### src/rtl/aabb_zpl_queue.sv
// ----------------------------------------------------------------------------
// Zone/portal linker command queue
// Short first-in first-out buffer between the front end and the back end.
// ----------------------------------------------------------------------------
`timescale 1ns / 1ps
`default_nettype none

module aabb_zpl_queue #(
	parameter int WIDTH = 8,
	parameter int DEPTH = 2
) (
	input  wire logic             clk,
	input  wire logic             arst_n,
	input  wire logic             wr_valid,
	output logic                  wr_ready,
	input  wire logic [WIDTH-1:0] wr_data,
	output logic                  rd_valid,
	input  wire logic             rd_ready,
	output logic [WIDTH-1:0]      rd_data
);

	localparam int PTR_BITS = (DEPTH > 1) ? $clog2(DEPTH) : 1;
	localparam int CNT_BITS = $clog2(DEPTH + 1);

	logic [WIDTH-1:0]    slot_q [DEPTH];
	logic [PTR_BITS-1:0] wr_ptr_q;
	logic [PTR_BITS-1:0] rd_ptr_q;
	logic [CNT_BITS-1:0] fill_q;
	logic                push;
	logic                pop;

	assign wr_ready = (fill_q != CNT_BITS'(DEPTH));
	assign rd_valid = (fill_q != '0);
	assign rd_data  = slot_q[rd_ptr_q];
	assign push     = wr_valid && wr_ready;
	assign pop      = rd_valid && rd_ready;

	// Pointers and fill level.
	always_ff @(posedge clk or negedge arst_n) begin
		if (!arst_n) begin
			wr_ptr_q <= '0;
			rd_ptr_q <= '0;
			fill_q   <= '0;
		end else begin
			if (push) begin
				wr_ptr_q <= (wr_ptr_q == PTR_BITS'(DEPTH - 1)) ? '0 : wr_ptr_q + 1'b1;
			end
			if (pop) begin
				rd_ptr_q <= (rd_ptr_q == PTR_BITS'(DEPTH - 1)) ? '0 : rd_ptr_q + 1'b1;
			end
			if (push && !pop) begin
				fill_q <= fill_q + 1'b1;
			end else if (pop && !push) begin
				fill_q <= fill_q - 1'b1;
			end
		end
	end

	// Slot storage.
	always_ff @(posedge clk) begin
		if (push) begin
			slot_q[wr_ptr_q] <= wr_data;
		end
	end

endmodule

`default_nettype wire

### config.mk
export PLATFORM = sky130hd
export DESIGN_NAME = aabb_zpl_queue
export DESIGN_NICKNAME = d
export VERILOG_FILES = /design/src/rtl/aabb_zpl_queue.sv
export SDC_FILE = /design/constraint.sdc
export NUM_CORES = 1
export LEC_CHECK = 0
export ABC_AREA = 0
export ABC_CLOCK_PERIOD_IN_PS = 3900
export BUFFER_PORTS_ARGS = -buffer_cell sky130_fd_sc_hd__buf_2
export CORE_ASPECT_RATIO = 1.75
export CORE_UTILIZATION = 25
export CTS_CLUSTER_DIAMETER = 30
export DETAILED_ROUTE_END_ITERATION = 8
export SETUP_SLACK_MARGIN = 0.2
export SLEW_MARGIN = 30
export SYNTH_ARGS = -nofsm -noshare
export SYNTH_HDL_FRONTEND = slang
export SYNTH_SLANG_ARGS = --single-unit
### constraint.sdc
create_clock -name clk -period 3.9 [get_ports clk]
set_input_delay 0.78 -clock clk [delete_from_list [all_inputs] [get_ports clk]]
set_output_delay 0.78 -clock clk [all_outputs]
set_load 0.02 [all_outputs]
; ---- Word-level counts from Yosys, hierarchy flattened
; Memories as Yosys holds them, arrays and structs flattened.
; Cells that the tools add are included.
; W data, S select, Z words.
[word_totals]
ff_bits = 4
ramBits = 16
in_bits = 12
elab_cells = 23
memories = 1
[mem_list]
columns = name, words, width, rd, rd_ports_with_merged_regs, write_ports, line
row1 = slot_q, 2, 8, 1, 0, 1, 25  ; logic [WIDTH-1:0] slot_q [DEPTH];
[op_classes]
n_addsub = 4
eq_ne = 1
mux = 6
n_reduce_logical = 8
[ops]
columns = op, count
row1 = $logic_and A1 B1 Y1, 4
row2 = $mux W1, 4
row3 = $mux W2, 2
row4 = $reduce_bool A2 Y1, 2
row5 = $add A1 B1 Y1 const B, 2
row6 = $add A2 B1 Y2 const B, 1
row7 = $logic_not A1 Y1, 2
row8 = $ne A2 B2 Y1 const B, 1
row9 = $sub A2 B1 Y2 const B, 1

; ---- Depth between registers and ports, before layout
[logic_depth]
ltp_word = 6
ltp_mapped = 7
depth_no_buf = 7

; ---- Least setup slack after synthesis
; No wires, ideal clock.
[synth_timing]
path_kind = reg-to-output
start = register rd_ptr_q
end = output port rd_data[0]
arrival_time_ps = 888
required_time_ps = 3120
slack_ps = 2232
path_stages_with_launch = 3
n_path_buf = 1
cell_sequence = dfrtp_1 buf_2 mux2_2
[synth_between]
elab_chain_len = 1
[synth_rtl]
columns = element, line
row1 = start: declaration, 27  ; logic [PTR_BITS-1:0] rd_ptr_q;
row2 = start signal: assignment, 49  ; rd_ptr_q <= (rd_ptr_q == PTR_BITS'(DEPTH - 1)) ? '0 : rd_ptr_q + 1'b1;
row3 = $mem_v2 Z2 W8, -
row4 = end: declaration, 19  ; output logic [WIDTH-1:0] rd_data
; Every way passes these cells.

; ---- Worst setup path in the final report
[layout_timing]
start = register rd_ptr_q
end = output port rd_data[1]
; Same word-level chain as after synthesis.

==> run summary <==
### Status
* result of the run: complete, no violations

### Final layout
* area taken by multi-input logic gates: 197.7 um2
* Inserted Diodes: 0
* area delta synth->final: 25.12%
* post-layout util: 0.3326
* fillcell total: 304
* Design Area, Final: 984.7 um2
* final std cells w/o fill: 109
* count of nets after finishing: 81
* area of all sequential standard cells: 580.6 um2
* fraction of layout cells with a size suffix above 1: 0.5224

### Worst setup path
* worst reg2reg path startpoint: fill_q[0]
* start point of the critical path: rd_ptr_q
* Crit path required time: 3.12 ns
* crit start category: flop
* number of buffer and inverter stages on the critical path: 1
* series of cell instances along the critical path: mux2_2, buf_2
* crit path capture type: output pin
* longest individual stage delay on the worst path: 0.57 ns
* Worst EP arrival: 1.36 ns
* critical path peak fanout: 9
* family with the most delay on the worst path: flip-flops
* cell type of the slowest stage on the worst timing path: dfrtp_1
* type of the worst setup path: flop to output pin

### Synth
* xor-xnor portion of the synthesized cell area: 0.05564
* count of state elements after synthesis: 20
* Synth cell types: 14
* Synth Net Count: 56
* multiplexer fraction of the synthesized cell area: 0.1145
* compound-cell area share of the yosys netlist: 0
* fraction of the mapped netlist area in adder cells: 0.01590
* Syn Area/Cell: 18.30 um2
* total number of yosys warnings: 0
* Post-Synth Simple-Gate Area: 0.06518
* Seq/Total Area, Yosys: 0.7377
* gate count after technology mapping: 43
* main combinational cell family by area after synthesis: multiplexers
* cell area after technology mapping: 787.0 um2

### Clocking
* clock transition at the register clock pins on the worst setup and hold paths after CTS: 0.07 ns
* hold-fix buffer count after cts: 0
* clock insertion delay at the later pin of the skew report: 0.25 ns
* number of buffers on the longest clock path: 2
* clock buffer count from CTS: 3
* root cell of the clock tree: clkbuf_8
* number of sinks on the clock net: 20
* buffers inserted by post-CTS timing repair: 0
* count of H-tree levels built during CTS: 1
* number of resized instances in the post-cts repair step: 0
* TritonCTS clock tree: done

### Floorplanning
* y dimension of the die: 76.23 um
* Placement Rows: 26
* Die X: 44.42 um
* effective utilization at floorplan: 0.2658
* floorplan die area: 3386 um2
* area of the core: 2960 um2
* number of top-level pins: 22

### Min path
* min-delay worst type: primary input to async pin

### STA
* summed negative setup slack over all endpoints: 0 ns
* Achievable Freq: 468.2 MHz
* Slew @ Worst Pin: 0.6681 ns
* Final Setup Violations: 0
* slack of the critical path: 1.764 ns
* Period Utilization, post-route: 0.5477
* total count of hold-check failures in the final report: 0
* max-slew headroom at the worst pin: 0.5530
* Clock Skews: 0.004528 ns
* final-report max-slew violation count: 0
* unrepaired setup endpoints after global routing: false
* tightest hold margin: 0.3223 ns
* final critical path time including I/O delays and setup: 2.136 ns

### Pwr
* Pint: 0.4970 mW
* VDD IR max: 0.3576 mV
* Net Sw Power: 0.2470 mW
* leakage component of the power: 0.3912 nW
* Comb power frac: 0.360
* part of the power in registers: 0.463
* clock network power share: 0.177
* Cell Pwr Density: 755.5 nW/um2
* power consumption: 0.7440 mW
* proportion of total power due to net switching: 0.3320

### Placed design
* placed cell count: 105
* IO Port Bufs: 21
* routability-driven placement congestion ratio: 0.6012
* post-DP HPWL: 885.6 um
* Post-Place Setup Slack: 1.989 ns
* instance area at placement: 939.7 um2

### Route
* vias after detailed routing: 426
* mean routed wirelength per cell: 10.77 um
* final WL: 1174 um
* number of DRC markers in iteration 0: 6
* total DRC errors in the routed layout: 0
* Routed Antenna Nets: 0
* vias per inst: 3.908
* number of search-and-repair iterations in the first detailed-routing pass: 2

### GRT
* global router's overall resource usage: 0.08114
* vias in the first global route: 469
* number of antenna violations at the first check in global routing: 0
* wire length of the first global-routing pass: 1994 um
* Remaining Overflow, GRT: 0
* largest net degree at the start of global routing: 12

### Flow run
* count of maximum capacitance violations: 0

## flip-flops by register name, indices dropped and copies added, names as in the netlist
name	flops
slot_q	16
wr_ptr_q	1
fill_q	2
rd_ptr_q	1
## cells by family (layout without fill, tap and decap cells)
logic type	after synthesis	count (layout)
fa+ha+maj	1	1
mux	8	8
buf+inv	2	26
xor+xnor	5	5
simple gates	7	7
flops	20	20
## routing by layer
metal / GRT usage / wire [um] / up-vias
met4: 0.05455 / 11 / 0
met2: 0.1338 / 614 / 14
met5: 0 / 0 / -
met1: 0.08527 / 483 / 206
met3: 0.02133 / 64 / 2
li1: - / - / 204
## power by group through the flow
| stage | clock (mW) | combinational (mW) | sequential [mW] |
|---|---|---|---|
| floorplan | 0 | 0.223 | 0.325 |
| global placement | 0 | 0.273 | 0.348 |
| detailed placement | 0 | 0.274 | 0.351 |
| CTS | 0.139 | 0.275 | 0.346 |
| global route | 0.150 | 0.290 | 0.355 |
| finish | 0.132 | 0.268 | 0.345 |
## synth_stat cells
master,number,area share
edfxtp_1,16,0.61
mux2_2,8,0.11
dfrtp_1,4,0.13
xnor2_1,3,0.033
nor2_1,2,0.0095
xor2_1,2,0.022
and3_1,1,0.0080
buf_2,1,0.0064
ha_1,1,0.016
inv_1,1,0.0048
nand2_1,1,0.0048
nand2_4,1,0.014
nand2b_4,1,0.017
or2_4,1,0.011
## worst register-to-register path, delay by kind of cell, from the launching register on
family	cells	cell delay, ns
simple gates	3	0.78
flops	1	0.43
## cell type report
| cell class | count | share of cell area |
|---|---|---|
| inverter | 1 | 0.003812 |
| multi-input combinational | 21 | 0.2008 |
| sequential | 20 | 0.5896 |
| tap | 42 | 0.05337 |
| clock buffer | 4 | 0.04574 |
| timing repair buffer | 21 | 0.1067 |
## placed cells by master (no fill, tap or decap), drive strengths merged
cell type / netlist / final
mux2: 8 / 8
edfxtp: 16 / 16
clkbuf: 0 / 4
xnor2: 3 / 3
dfrtp: 4 / 4
and3: 1 / 1
nand2: 2 / 2
ha: 1 / 1
inv: 1 / 1
xor2: 2 / 2
nor2: 2 / 2
nand2b: 1 / 1
or2: 1 / 1
buf: 1 / 21
## path summary, 6_finish.rpt
| check | depth (start not counted) | endpoint | slack, ns |
|---|---|---|---|
| setup / recovery | 2 | rd_data[1] | 1.76 |
| hold / removal | 1 | wr_ptr_q | 0.32 |
| setup reg to reg | 3 | slot_q[0][7] | 2.33 |
| hold reg to reg | 1 | wr_ptr_q | 0.50 |
| max in group asynchronous | 1 | rd_ptr_q | 3.45 |
| min in group clk | 1 | wr_ptr_q | 0.50 |
Note: power is estimated with default switching activity, not from simulation.
