===== src/rtl/aabb_zpl_pkg.sv =====
// ----------------------------------------------------------------------------
// Zone/portal linker package
// Shared item types, command codes and register constants.
// ----------------------------------------------------------------------------
`timescale 1ns / 1ps
`default_nettype none

package aabb_zpl_pkg;

	// Input item kinds.
	localparam logic [1:0] KIND_ZONE   = 2'd0;
	localparam logic [1:0] KIND_PORTAL = 2'd1;
	localparam logic [1:0] KIND_CLEAR  = 2'd2;

	// Configuration register indexes.
	localparam logic REG_VALIDITY = 1'b0;
	localparam logic REG_LINK     = 1'b1;

	// Register reset values, raw Q16.16.
	localparam logic [30:0] VALIDITY_RESET = 31'd131072;
	localparam logic [30:0] LINK_RESET     = 31'd6554;

	// Depth of the command queue between front and back.
	localparam int QUEUE_DEPTH = 2;

	// Fewest linked zones that make a portal usable.
	localparam int MIN_LINKS = 2;

	// Commands that the front hands to the back.
	typedef enum logic [1:0] {
		OP_ZONE,
		OP_PORTAL,
		OP_CLEAR
	} op_t;

	localparam int OP_BITS = 2;

	typedef struct packed {
		logic [1:0]         kind;
		logic signed [31:0] pos_x;
		logic signed [31:0] pos_y;
		logic signed [31:0] pos_z;
		logic               last_vertex;
	} in_item_t;

	typedef struct packed {
		logic [15:0] portal_number;
		logic [31:0] link_mask;
		logic [5:0]  link_count;
		logic        used_fallback;
	} out_item_t;

endpackage

`default_nettype wire


===== src/rtl/aabb_zpl_front.sv =====
// ----------------------------------------------------------------------------
// Zone/portal linker front end
// Takes vertex transfers, grows the running box and issues one command per
// finished object or clear.
// ----------------------------------------------------------------------------
`timescale 1ns / 1ps
`default_nettype none

module aabb_zpl_front import aabb_zpl_pkg::*; #(
	parameter int COORD_BITS = 32
) (
	input  wire logic                         clk,
	input  wire logic                         arst_n,
	input  wire logic                         in_valid,
	output logic                              in_ready,
	input  wire in_item_t                     in_data,
	output logic                              cmd_valid,
	input  wire logic                         cmd_ready,
	output op_t                               cmd_op,
	output logic [2:0][COORD_BITS-1:0]        cmd_lo,
	output logic [2:0][COORD_BITS-1:0]        cmd_hi
);

	logic                       open_q;
	logic [2:0][COORD_BITS-1:0] run_lo_q;
	logic [2:0][COORD_BITS-1:0] run_hi_q;
	logic [2:0][31:0]           pos_in;
	logic [2:0][COORD_BITS-1:0] pos_w;
	logic [2:0][COORD_BITS-1:0] new_lo;
	logic [2:0][COORD_BITS-1:0] new_hi;
	logic                       accept;
	logic                       is_vertex;
	logic                       is_clear;

	// A transfer is taken whenever the queue has room for a command.
	assign in_ready  = cmd_ready;
	assign accept    = in_valid && in_ready;
	assign is_vertex = (in_data.kind == KIND_ZONE) || (in_data.kind == KIND_PORTAL);
	assign is_clear  = (in_data.kind == KIND_CLEAR);

	// Wrap each coordinate to the stored width and grow the box.
	always_comb begin
		logic signed [63:0] ext;
		pos_in = {in_data.pos_z, in_data.pos_y, in_data.pos_x};
		for (int a = 0; a < 3; a++) begin
			ext      = 64'($signed(pos_in[a]));
			pos_w[a] = ext[COORD_BITS-1:0];
			if (!open_q) begin
				new_lo[a] = pos_w[a];
				new_hi[a] = pos_w[a];
			end else begin
				new_lo[a] = ($signed(pos_w[a]) < $signed(run_lo_q[a])) ? pos_w[a] : run_lo_q[a];
				new_hi[a] = ($signed(pos_w[a]) > $signed(run_hi_q[a])) ? pos_w[a] : run_hi_q[a];
			end
		end
	end

	// A command goes out for a clear or for the last vertex of an object.
	assign cmd_valid = accept && (is_clear || (is_vertex && in_data.last_vertex));
	assign cmd_op    = is_clear ? OP_CLEAR :
	                   (in_data.kind == KIND_PORTAL) ? OP_PORTAL : OP_ZONE;
	assign cmd_lo    = new_lo;
	assign cmd_hi    = new_hi;

	// Object state.
	always_ff @(posedge clk or negedge arst_n) begin
		if (!arst_n) begin
			open_q <= 1'b0;
		end else if (accept) begin
			if (is_clear) begin
				open_q <= 1'b0;
			end else if (is_vertex) begin
				open_q <= !in_data.last_vertex;
			end
		end
	end

	// Running box.
	always_ff @(posedge clk) begin
		if (accept && is_vertex) begin
			run_lo_q <= new_lo;
			run_hi_q <= new_hi;
		end
	end

endmodule

`default_nettype wire


===== config.mk =====
export PLATFORM = sky130hd
export DESIGN_NAME = aabb_zpl_front
export DESIGN_NICKNAME = d
export VERILOG_FILES = /design/src/rtl/aabb_zpl_pkg.sv /design/src/rtl/aabb_zpl_front.sv
export SDC_FILE = /design/constraint.sdc
export NUM_CORES = 1
export LEC_CHECK = 0
export BUFFER_PORTS_ARGS = -buffer_cell sky130_fd_sc_hd__buf_2
export CAP_MARGIN = 20
export CORE_MARGIN = 3
export CORE_UTILIZATION = 57
export DETAILED_ROUTE_END_ITERATION = 7
export PLACE_DENSITY_LB_ADDON = 0.1
export SYNTH_ARGS = -nofsm -noshare
export SYNTH_HDL_FRONTEND = slang
export SYNTH_SLANG_ARGS = --single-unit

===== constraint.sdc =====
create_clock -name clk -period 3.7 [get_ports clk]
set_input_delay 0.185 -clock clk [delete_from_list [all_inputs] [get_ports clk]]
set_output_delay 0.185 -clock clk [all_outputs]
set_load 0.005 [all_outputs]

; ---- After elaboration in Yosys (flattened, before gate mapping)
; Index checks and enable logic that the tools add are counted.
[word_totals]
ff_bits = 193
in_bits = 103
output_inout_bits = 196
elab_cells = 41
[op_classes]
order_cmp = 6
n_eq_ne = 2
mux = 16
reduce_logical = 10
[ops]
columns = op, count
row1 = $mux 32, 12
row2 = $gt 32x32->1, 3
row3 = $lt 32x32->1, 3
row4 = $logic_and 1x1->1, 4
row5 = $mux 1, 3
row6 = $eq 2x1->1 const B, 1
row7 = $eq 2x2->1 const B, 1
row8 = $logic_not 2->1, 1
row9 = $logic_or 1x1->1, 2
row10 = $mux 2, 1
row11 = $reduce_and 2->1, 1
row12 = $reduce_bool 2->1, 1
row13 = $logic_not 1->1, 1

; ---- Logic depth before layout (Yosys ltp)
; Gate-level depths: netlist of the first run.
[depth]
word_depth = 5
mapped_depth = 12
ltp_nobuf = 9

; ---- Worst setup path before layout of the first run
; OpenSTA, ideal clock, no wires.
[synth_timing]
path_kind = in2reg
from = input port in_valid
to = register run_hi_q[0] in the netlist's numbering (enable)
setup_ns = 0.747
arrival_time_ns = 8.232
path_slack_ns = -5.279
path_stages = 2
path_cell_list = nand2_1 -> nor2_1
[synth_between]
elab_chain_len = 2
[synth_rtl]
columns = item, line
row1 = start: declaration, aabb_zpl_front.sv:14  ; input wire logic in_valid,
row2 = $logic_and 1x1->1, aabb_zpl_front.sv:37  ; assign accept = in_valid && in_ready;
row3 = $logic_and 1x1->1, aabb_zpl_front.sv:80  ; if (accept && is_vertex) begin
row4 = end signal: assignment, aabb_zpl_front.sv:82  ; run_hi_q <= new_hi;
row5 = end: declaration, aabb_zpl_front.sv:26  ; logic [2:0][COORD_BITS-1:0] run_hi_q;
; No other way between the ends.
; A chain may end at the register's enable or synchronous reset.

==> impl_metrics.py, run 1 <==
metrics = {
    "synthesis": {
        "synth_top_flop_cell": "edfxtp_1",
        "yosysTopAreaCellShare": 0.3681,
        "syn_avg_cell_area_um2": 9.742,
        "ys_warn_count": 0,
        "ys_types": 60,
        "synth-edff-count": 192,
        "syn_area_um2": 15670,
        "yosys_register_bits": 193,
        "seq_area_frac_synth": 0.3696,
        "synth_area_leaders": "edfxtp_1 (37%), ha_1 (15%), inv_1 (6.2%), mux2_1 (4.5%), a21oi_1 (4.2%)",
        "synthCells": 1608,
        "async_flop_share": 0.005181,
        "yosysTopAreaCell": "edfxtp_1",
        "syn-num-nets": 1900,
    },
    "floorplanning": {
        "num_rows": 60,
        "die_h_um": 171.8,
        "die-area_um2": 29510,
        "core_area_um2": 26950,
        "die_width_um": 171.8,
        "io_pins": 299,
        "start_util": 0.5812,
    },
    "layout": {
        "fin_nets": 2162,
        "multi_input_area_um2": 8561,
        "layout_common_cells": "buf_2 (298), inv_1 (256), edfxtp_1 (192)",
        "final_common_cell": "buf_2",
        "seqCellArea_um2": 5794,
        "final_layout_size_suffix_gt1_frac": 0.2278,
        "area_delta_synth_final_pct": 16.49,
        "fillers": 2143,
        "final-instance-count-excl-fill": 2228,
        "stdcell_area_um2": 18250,
    },
    "job": {
        "drv_cap": 0,
    },
    "clock_network": {
        "htree_levels": 4,
        "cts_buffer_depth": 2,
        "cts_made_buffers": 17,
        "clockRootBuffer": "clkbuf_16",
        "cts_tree": "built",
        "clkLatencyLatePin_ns": 0.46,
        "clkSinkCount": 193,
        "clk_pin_slew_ns": 0.09,
    },
    "setup_path": {
        "path_max_fanout": 31,
        "worstSetupPathType": "flip-flop to output port",
        "cp-end-kind": "output port",
        "start_kind": "flip-flop",
        "worst_ep_required_time_ns": 3.51,
        "cp.arrival_ns": 3.37,
    },
    "route": {
        "drtAntennaViolNets": 0,
        "drtPass1Iterations": 5,
        "vias": 13700,
        "wl_per_cell_um": 19.13,
        "viasPerCell": 6.147,
        "drt-initial-drc-count": 1241,
        "drc": 0,
        "wl_mm": 42.62,
    },
    "pwr": {
        "peakVddDrop_mv": 0.3085,
        "p_per_area_nw_per_um2": 361.4,
        "p_leak_nw": 8.232,
    },
    "sta": {
        "fmax_ghz": 0.2813,
        "setup_ws_ns": 0.1454,
        "worstMarginPinSlew_ns": 0.9328,
        "final_max_slew_viol_count": 0,
        "relSlewSlack": 0.3766,
        "hold_viol_final": 0,
        "setup_tns_ns": 0,
        "final.setup_skew_ns": 0.02128,
        "rsz0062_at_grt": "no",
        "setup_viol": 0,
        "period_share": 0.9607,
        "period_minus_slack_ns": 3.555,
    },
    "outcome": {
        "status": "complete, no violations",
    },
    "placement": {
        "routabilityCongestion": 0.8734,
        "dp_hpwl_mm": 31.15,
        "dp_cells": 2185,
        "placedInstanceArea_um2": 17500,
        "portBuffers": 298,
        "dp_slack_ns": 0.3884,
    },
    "worst_hold_path": {
        "hp-class": "primary input to async pin",
    },
    "global_routing": {
        "grt_max_degree": 96,
        "grt_pass1_vias": 12830,
        "grt_overflow": 0,
        "grt.total_usage": 0.2806,
        "antenna_found_initial": 7,
        "grt_pass1_wl_mm": 66.38,
    },
}
## registers in the layout, indices dropped and copies added (netlist names)
signal,cells
open_q,1
run_lo_q,96
run_hi_q,96
## cell families after synthesis
group,share of synthesized area
AOI/OAI and AO/OA,0.1723
adders and majority gates,0.1510
buffers and inverters,0.09169
muxes,0.08706
DFF,0.3696
and+or+nand+nor,0.1284
## synthesized netlist by cell type, drive strengths merged, types with 2 or more instances
cell type,n
a211oi,17
o21ai,23
or3,3
o211ai,7
ha,189
a2111oi,6
nand4,37
edfxtp,192
and3,64
a211o,2
buf,32
a21oi,132
inv,258
a32oi,3
nor2b,9
o2111ai,2
o21bai,2
a21o,19
o31a,2
and4,3
nand2b,3
mux2i,62
o221ai,62
clkbuf,63
nor3,65
mux2,66
nand3,81
nand2,95
nor2,23
nor4,3
a21boi,2
or4,3
a221oi,62
a41oi,3
## power breakdown
group | switching [mW] | internal, mW | leakage, nW
logic | 1.21 | 0.845 | 6.17
clock network | 0.996 | 0.921 | 0.294
registers | 0.0538 | 2.57 | 1.77
total | 2.26 | 4.34 | 8.23
## per-stage QoR
step / total power [mW] / hold slack [ns] / util
2_1_floorplan: 3.908 / -0.1106 / -
3_3_place_gp: 4.628 / -0.03865 / 0.6493
3_5_place_dp: 4.679 / -0.03849 / 0.6493
4_1_cts: 6.608 / 0.06939 / 0.6728
5_1_grt: 6.940 / 0.08609 / 0.6771
6_report: 6.595 / 0.08867 / 0.6771
## critical path, cell delays in order (launching register included)
cell,delay (ns)
edfxtp_1,0.36
inv_1,0.06
ha_2,0.36
nand4_4,0.11
or4_4,0.61
o211a_4,0.36
buf_12,0.19
and3_1,0.21
a221oi_2,0.27
o221ai_1,0.19
buf_2,0.18
## metal layers
metal	GRT usage	vias to the layer above	wire [µm]
li1	-	6568	-
met1	0.3812	6553	19080
met2	0.4432	511	19270
met3	0.07538	58	3441
met4	0.08226	6	776
met5	0	-	46
## final timing paths
check                             startpoint            to  slack [ns]  depth (start not counted)
worst max-delay path            run_lo_q[31]     cmd_lo[2]        0.15                         10
worst min-delay path                  arst_n        open_q        0.09                          2
worst max register to register  run_hi_q[31]   run_hi_q[0]        0.66                          8
worst min register to register  run_lo_q[94]  run_lo_q[94]        0.59                          1
max in group asynchronous             arst_n        open_q        3.52                          2
min in group clk                 in_data[25]  run_lo_q[88]        0.10                          2
## layout make-up
cell class,count,area share
Antenna cell,4,0.0005485
Tap cell,341,0.02338
Inverter,259,0.05328
Multi-Input combinational cell,1062,0.4691
Clock buffer,17,0.02331
Sequential cell,193,0.3175
Clock inverter,15,0.009805
Timing Repair Buffer,337,0.1030
## what timing repair did
item | CTS | global route
hold buffers | 2 | 0
gates resized for setup | 1 | 15
endpoints found under the hold margin | 2 | 0
cloned | 1 | 0
endpoints found under the setup margin | 20 | 89
setup buffers | 0 | 4
Note: power is estimated with default switching activity, not from simulation.
==> run 2: changes to the inputs <==
--- a/config.mk
+++ b/config.mk
@@ -5,11 +5,12 @@
 export SDC_FILE = /design/constraint.sdc
 export NUM_CORES = 1
 export LEC_CHECK = 0
-export BUFFER_PORTS_ARGS = -buffer_cell sky130_fd_sc_hd__buf_2
+export BUFFER_PORTS_ARGS = -buffer_cell sky130_fd_sc_hd__buf_4
 export CAP_MARGIN = 20
 export CORE_MARGIN = 3
 export CORE_UTILIZATION = 57
 export DETAILED_ROUTE_END_ITERATION = 7
+export GPL_ROUTABILITY_DRIVEN = 0
 export PLACE_DENSITY_LB_ADDON = 0.1
 export SYNTH_ARGS = -nofsm -noshare
 export SYNTH_HDL_FRONTEND = slang
==> impl_metrics.py, run 2 (synthesis results as in run 1) <==
metrics = {
    "outcome": {
        "status": "complete, no violations",
    },
    "worst_hold_path": {
        "hold_depth": 2,
        "hp-start": "in_data[98]",
        "hp-class": "primary input to flip-flop",
        "whs_endpoint": "open_q",
    },
    "layout": {
        "fin_nets": 2163,
        "fillers": 2120,
        "final_layout_size_suffix_gt1_frac": 0.2272,
        "final_common_cell": "buf_4",
        "seqCellArea_um2": 5794,
        "multi_input_area_um2": 8567,
        "area_delta_synth_final_pct": 21.36,
        "layout_common_cells": "buf_4 (323), inv_1 (256), edfxtp_1 (192)",
        "final_core_util": 0.7054,
        "top_regs": "run_hi_q: 96 flops, run_lo_q: 96 flops, open_q: 1 flops",
    },
    "setup_path": {
        "start_kind": "flip-flop",
        "cp-end-kind": "output port",
        "worst_ep_required_time_ns": 3.51,
        "path_max_fanout": 22,
        "r2r_start": "run_lo_q[94]",
        "slowest_stage": "or4_1",
        "r2r_cells": 9,
        "worstSetupPathType": "flip-flop to output port",
        "timing.rr.end": "run_lo_q[82]",
        "max_stage_delay_ns": 0.62,
        "path_buf_inv": 3,
        "ff2ff_setup_slack_ns": 0.64,
        "path_delay_family": "simple AND/OR/NAND/NOR gates",
        "worstPathCellList": "inv_1, ha_1, nand4_1, or4_1, a31o_1, and3_1, o21ai_2, buf_12, mux2_1, buf_4",
        "cp.arrival_ns": 3.39,
    },
    "global_routing": {
        "grt_pass1_vias": 13350,
        "grt.total_usage": 0.2905,
        "antenna_found_initial": 1,
        "grt_overflow": 0,
        "grt_pass1_wl_mm": 69.30,
        "grt_max_degree": 96,
    },
    "sta": {
        "worstMarginPinSlew_ns": 0.8871,
        "relSlewSlack": 0.4086,
        "setup_viol": 0,
        "final.setup_skew_ns": 0.01824,
        "period_minus_slack_ns": 3.577,
        "final_max_slew_viol_count": 0,
        "setup_ws_ns": 0.1234,
        "hold_viol_final": 0,
        "fmax_ghz": 0.2796,
        "period_share": 0.9666,
        "setup_tns_ns": 0,
    },
    "route": {
        "drtPass1Iterations": 5,
        "drc": 0,
        "viasPerCell": 6.224,
        "wl_mm": 44.49,
        "wl_per_cell_um": 19.99,
        "drt-initial-drc-count": 1272,
        "vias": 13850,
        "drtAntennaViolNets": 0,
    },
    "pwr": {
        "switchingPower_mw": 2.308,
        "combPwrFrac": 0.336,
        "sw_frac_of_total": 0.3373,
        "peakVddDrop_mv": 0.3595,
        "p_leak_nw": 8.511,
        "p_per_area_nw_per_um2": 359.9,
        "pwr-share-clk": 0.281,
        "seqPwrFrac": 0.383,
        "power.internal_mw": 4.534,
    },
    "floorplanning": {
        "core_area_um2": 26950,
        "io_pins": 299,
        "num_rows": 60,
        "die_h_um": 171.8,
        "die-area_um2": 29510,
        "die_width_um": 171.8,
        "start_util": 0.5812,
    },
    "placement": {
        "dp_hpwl_mm": 32.08,
        "dp_slack_ns": 0.4837,
        "portBuffers": 298,
    },
    "clock_network": {
        "htree_levels": 4,
        "cts_tree": "built",
        "clkSinkCount": 193,
        "clkLatencyLatePin_ns": 0.45,
        "clk_pin_slew_ns": 0.08,
        "cts_buffer_depth": 2,
        "cts_made_buffers": 17,
        "clockRootBuffer": "clkbuf_16",
    },
    "job": {
        "drv_cap": 0,
    },
}
## run 2: changes by cell type in the layout (fill, tap and decap cells not counted), sizes merged
cell    change
inv         -2
o211a       +1
diode       -3
clkinv      +2
## run 2: how the worst max path moves through the flow
| stage | from | end | slack [ns] | depth (start not counted) |
|---|---|---|---|---|
| floorplan | in_valid | run_hi_q[0] | 0.13 | 2 |
| global placement | run_lo_q[31] | cmd_lo[9] | 0.59 | 10 |
| detailed placement | run_lo_q[27] | cmd_lo[23] | 0.48 | 10 |
| CTS | run_lo_q[94] | cmd_lo[88] | 0.05 | 10 |
| global route | run_lo_q[91] | cmd_lo[88] | -0.01 | 10 |
| finish | run_lo_q[94] | cmd_lo[86] | 0.12 | 10 |
## run 2: area by class of cell
type / count / area share
multi-input combinational: 1063 / 0.4506
sequential: 193 / 0.3048
timing repair buffer: 337 / 0.1389
inverter: 259 / 0.05114
tap: 341 / 0.02244
clock buffer: 17 / 0.02238
clock inverter: 15 / 0.009543
antenna: 1 / 0.0001316
## run 2: timing repair
action | CTS | global route
gates resized for setup | 0 | 18
pin swaps | 0 | 3
endpoints found under the setup margin | 2 | 85
cloned | 1 | 1
setup buffers | 0 | 5
hold buffers | 2 | 0
endpoints found under the hold margin | 2 | 0
## run 2: stage by stage
stage          total power, mW  cells  cell area, µm²  hold WS (ns)
2_1_floorplan            3.908   1608           15670       -0.1106
3_3_place_gp             4.842   2184           18240      -0.03799
3_5_place_dp             4.897   2184           18240      -0.03387
4_1_cts                  6.824   2219           18870       0.02869
5_1_grt                  7.162   2226           19010       0.03606
6_report                 6.842   2226           19010       0.05448
## run 2: power groups by stage
stage          Sequential (mW)  Combinational [mW]  Clock, mW
3_3_place_gp              2.66                2.18          0
2_1_floorplan             2.65                1.26          0
5_1_grt                   2.63                2.51       2.03
3_5_place_dp              2.67                2.23          0
6_report                  2.62                2.30       1.93
4_1_cts                   2.62                2.25       1.95
## run 2: metal layers
layer	vias up	GRT usage	wire [µm]
met5	-	0	0
met4	0	0.08435	898
met3	56	0.05976	3793
met2	604	0.4674	20740
met1	6615	0.3991	19070
li1	6579	-	-
